`src/rtl/ehlm_pkg.sv`:
```
`timescale 1ns / 1ps
// ----------------------------------------------------------------------------
// ehlm_pkg
// Shared types and constants for the equal high / equal low matcher.
// ----------------------------------------------------------------------------
package ehlm_pkg;

	// field widths
	localparam int PRICE_W      = 32;
	localparam int BAR_NUM_W    = 32;
	localparam int MATCH_W      = 11;
	localparam int LOOKBACK_W   = 11;
	localparam int TOLERANCE_W  = 4;
	localparam int CFG_DATA_W   = 11;
	localparam int CFG_INDEX_W  = 1;

	// default ring depth
	localparam int HISTORY_DEPTH_DEF = 1024;

	// register reset values
	localparam logic [LOOKBACK_W-1:0]  LOOKBACK_RESET  = 11'd200;
	localparam logic [TOLERANCE_W-1:0] TOLERANCE_RESET = 4'd1;

	// register indexes
	localparam logic [CFG_INDEX_W-1:0] CFG_LOOKBACK  = 1'b0;
	localparam logic [CFG_INDEX_W-1:0] CFG_TOLERANCE = 1'b1;

	// request payloads
	typedef struct packed {
		logic [PRICE_W-1:0] bar_high;
		logic [PRICE_W-1:0] bar_low;
	} in_item_t;

	typedef struct packed {
		logic [BAR_NUM_W-1:0] bar_number;
		logic [MATCH_W-1:0]   high_match_back;
		logic [MATCH_W-1:0]   low_match_back;
	} out_item_t;

	// controller states
	typedef enum logic [1:0] {
		ST_IDLE,
		ST_SEARCH,
		ST_COMMIT
	} ehlm_state_t;

	// controller to datapath commands
	typedef struct packed {
		logic start;
		logic step;
		logic commit;
	} ehlm_cmd_t;

	// datapath to controller status
	typedef struct packed {
		logic search_done;
		logic out_free;
	} ehlm_status_t;

endpackage

```
`src/rtl/ehlm_ctrl.sv`:
```
`timescale 1ns / 1ps
// ----------------------------------------------------------------------------
// ehlm_ctrl
// Controller: accepts a bar, runs the search walk, then commits the result.
// ----------------------------------------------------------------------------
module ehlm_ctrl import ehlm_pkg::*; (
	input  logic         clk,
	input  logic         arst_n,
	input  logic         in_valid,
	output logic         in_stall,
	input  ehlm_status_t status,
	output ehlm_cmd_t    cmd
);

	ehlm_state_t state_q;
	ehlm_state_t state_next;

	// state register
	always_ff @(posedge clk or negedge arst_n) begin
		if (!arst_n) begin
			state_q <= ST_IDLE;
		end else begin
			state_q <= state_next;
		end
	end

	// next state
	always_comb begin
		state_next = state_q;
		case (state_q)
			ST_IDLE: begin
				if (in_valid) begin
					state_next = ST_SEARCH;
				end
			end
			ST_SEARCH: begin
				if (status.search_done) begin
					state_next = ST_COMMIT;
				end
			end
			ST_COMMIT: begin
				if (status.out_free) begin
					state_next = ST_IDLE;
				end
			end
			default: state_next = ST_IDLE;
		endcase
	end

	// outputs
	always_comb begin
		cmd      = '0;
		in_stall = 1'b1;
		case (state_q)
			ST_IDLE: begin
				in_stall  = 1'b0;
				cmd.start = in_valid;
			end
			ST_SEARCH: begin
				cmd.step = 1'b1;
			end
			ST_COMMIT: begin
				cmd.commit = status.out_free;
			end
			default: ;
		endcase
	end

endmodule

```
`config.mk`:
```
export PLATFORM = sky130hd
export DESIGN_NAME = ehlm_ctrl
export DESIGN_NICKNAME = d
export VERILOG_FILES = /design/src/rtl/ehlm_pkg.sv /design/src/rtl/ehlm_ctrl.sv
export SDC_FILE = /design/constraint.sdc
export NUM_CORES = 1
export LEC_CHECK = 0
export BUFFER_PORTS_ARGS = -buffer_cell sky130_fd_sc_hd__buf_2
export CORE_AREA = 2 2 39 41
export DETAILED_ROUTE_END_ITERATION = 8
export DIE_AREA = 0 0 41 43
export PLACE_DENSITY = 0.3
export SKIP_LAST_GASP = 1
export SLEW_MARGIN = 10
export SYNTH_ARGS = -nofsm -noshare
export SYNTH_HDL_FRONTEND = slang
export SYNTH_SLANG_ARGS = --single-unit
```
`constraint.sdc`:
```
create_clock -name clk -period 1.1 [get_ports clk]
set_input_delay 0.11 -clock clk [delete_from_list [all_inputs] [get_ports clk]]
set_output_delay 0.11 -clock clk [all_outputs]
set_load 0.1 [all_outputs]
```
==> results.sh <==
export IMPL_finalWorstSetupSlack_ns=-0.154
export IMPL_syn_to_final_growth_pct=147
export IMPL_tns_ns=-0.461
export IMPL_synth_top_cell_area_share_pct=42.1
export IMPL_cts_sinks=2
export IMPL_mostFrequentLayoutCells="buf_2, buf_12, clkbuf_4"
export IMPL_top_regs="state_q x2"
export IMPL_synth_top_area_cell="dfrtp_1"
export IMPL_min_period_ns=1.25
export IMPL_end_kind="output pin"
export IMPL_num_rows=14
export IMPL_crit_required_ns=0.99
export IMPL_clock_latency_ns=0.22
export IMPL_drt_wl_total_um=303
export IMPL_ant_nets=0
export IMPL_synth_warning_count=0
export IMPL_stdcell_area_um2=294
export IMPL_nFillCells=151
export IMPL_core_area_um2=1380
export IMPL_drt_iter0_markers=1
export IMPL_cts_tree="yes"
export IMPL_worst_path_max_fanout=2
export IMPL_drc=0
export IMPL_grt_pass1_vias=135
export IMPL_status="complete, but fails checks"
export IMPL_drive_gt1_share_pct=65.4
export IMPL_clock_root_buffer="clkbuf_4"
export IMPL_ys_seq_elements=2
export IMPL_grt_max_degree=6
export IMPL_multi_input_area_um2=68.8
export IMPL_h_tree_depth=1
export IMPL_failed_checks="negative setup slack"
export IMPL_portBuffers=8
export IMPL_fmax_mhz=798
export IMPL_clockBufferDepth=2
export IMPL_worstSetupPathType="reg -> out"
export IMPL_startpoint_type="register"
export IMPL_path_clk_slew_ns=0.03
export IMPL_slew_headroom_pct=88.8
export IMPL_grt_overflow=0
export IMPL_gp_congestion=0.594
export IMPL_arrival_ns=1.14
export IMPL_maxCapViolCount=0
export IMPL_rsz0062_at_grt="true"
export IMPL_wl_per_cell_um=7.21
export IMPL_dr_pass1_iters=2
export IMPL_setup_viol=4
export IMPL_vias_per_cell=3.31
export IMPL_numCtsBuffers=3
export IMPL_antenna_found_initial=0
export IMPL_grt_pass1_wl_um=503
export IMPL_layout_cells_non_filler=42
export IMPL_place_inst=38
export IMPL_place_area_um2=258
export IMPL_post_cts_buffers=0
export IMPL_fin_nets=33
export IMPL_syn_nets=18
export IMPL_dr_total_vias=139
export IMPL_die_area_um2=1760
export IMPL_syn_area_per_cell_um2=9.14
export IMPL_dp_slack_ns=0.0541
export IMPL_min_period_over_period_pct=114
export IMPL_hold_viol=0
export IMPL_critical_path_slowest_cell="dfrtp_1"
export IMPL_finClkSkew_ns=0.00351
export IMPL_top_register="state_q"
export IMPL_track_usage_pct=4.91
export IMPL_syn_area_um2=119
export IMPL_start_util_pct=8.59
export IMPL_synth_area_leaders="dfrtp_1, nand2b_1, a22o_1, and3b_1, nor2b_2"
export IMPL_io_pins=9
export IMPL_seq_area_um2=50.0
export IMPL_antenna_cells=0
export IMPL_largest_reg_flops=2
export IMPL_dp_hpwl_um=274
export IMPL_fp_dieW_um=41
export IMPL_min_path_type="in -> reg"
export IMPL_final_max_slew_viol_count=0
export IMPL_tightest_slew_ns=0.167
export IMPL_syn_inst=13
export IMPL_yosysUniqueCellTypes=10
export IMPL_chipHeight_um=43
export IMPL_critPathMaxStageDelay_ns=0.37
export IMPL_crit_chain="or2_4 -> nor2_4 -> buf_12"
export IMPL_ys_seq_area_share_pct=42.1
==> cell families (layout without fill, tap and decap cells) <==
kind of cell | Yosys count | count (layout) | synth area share [%]
and+or+nand+nor | 7 | 7 | 36.8
DFF | 2 | 2 | 42.1
buffers and inverters | 2 | 15 | 9.47
AOI/OAI and AO/OA | 2 | 2 | 11.6
==> path summary, 6_finish.rpt <==
kind / slack, ns / start / endpoint / cells past startpoint
worst min-delay path: 0.16 / status[1] / state_q[1] / 2
min in group asynchronous: 0.19 / arst_n / state_q[0] / 2
max in group asynchronous: 0.81 / arst_n / state_q[1] / 2
worst max register to register: 0.08 / state_q[0] / state_q[1] / 3
worst max-delay path: -0.15 / state_q[1] / cmd[2] / 3
worst min register to register: 0.55 / state_q[1] / state_q[0] / 2
==> cell usage after synthesis <==
library cell / n
or2_1: 1
nor2b_2: 1
buf_4: 1
inv_1: 1
nand2b_1: 2
dfrtp_1: 2
nor2_1: 2
a21oi_1: 1
a22o_1: 1
and3b_1: 1
==> worst max-delay path: cells and delay by family (launching register included) <==
family	cells	cell delay, ns
flops	1	0.37
simple gates	2	0.38
buf+inv	1	0.18
==> cell type report <==
| cell class | count | area share, % |
|---|---|---|
| Clock buffer | 3 | 7.66 |
| Inverter | 1 | 1.28 |
| Multi-Input combinational cell | 9 | 23.4 |
| Sequential cell | 2 | 17.0 |
| Tap cell | 16 | 6.81 |
| Timing Repair Buffer | 11 | 43.8 |
==> metrics by stage <==
step / utilization (%) / hold WS, ns
after floorplan: - / -0.186
after global placement: 18.6 / -0.105
after detailed placement: 18.6 / -0.102
after CTS: 21.2 / 0.154
after global routing: 21.2 / 0.168
final: 21.2 / 0.156
==> repair_timing <==
item | 4_1_cts | 5_1_grt
endpoints found under the hold margin | 2 | 0
pin swaps | 2 | 0
resized for setup | 1 | 0
hold buffers | 1 | 0
setup endpoints to repair | 4 | 4
==> routing by layer <==
layer / GRT usage [%] / part of all wire [%] / vias up
met5: 0 / 0 / -
met4: 4.00 / 0 / 0
met3: 5.24 / 19 / 0
met2: 5.94 / 39 / 9
met1: 4.49 / 42 / 63
li1: - / - / 67
Power is not shown: default switching activity piles up to over one toggle a cycle in this logic, so the estimate is an artifact.
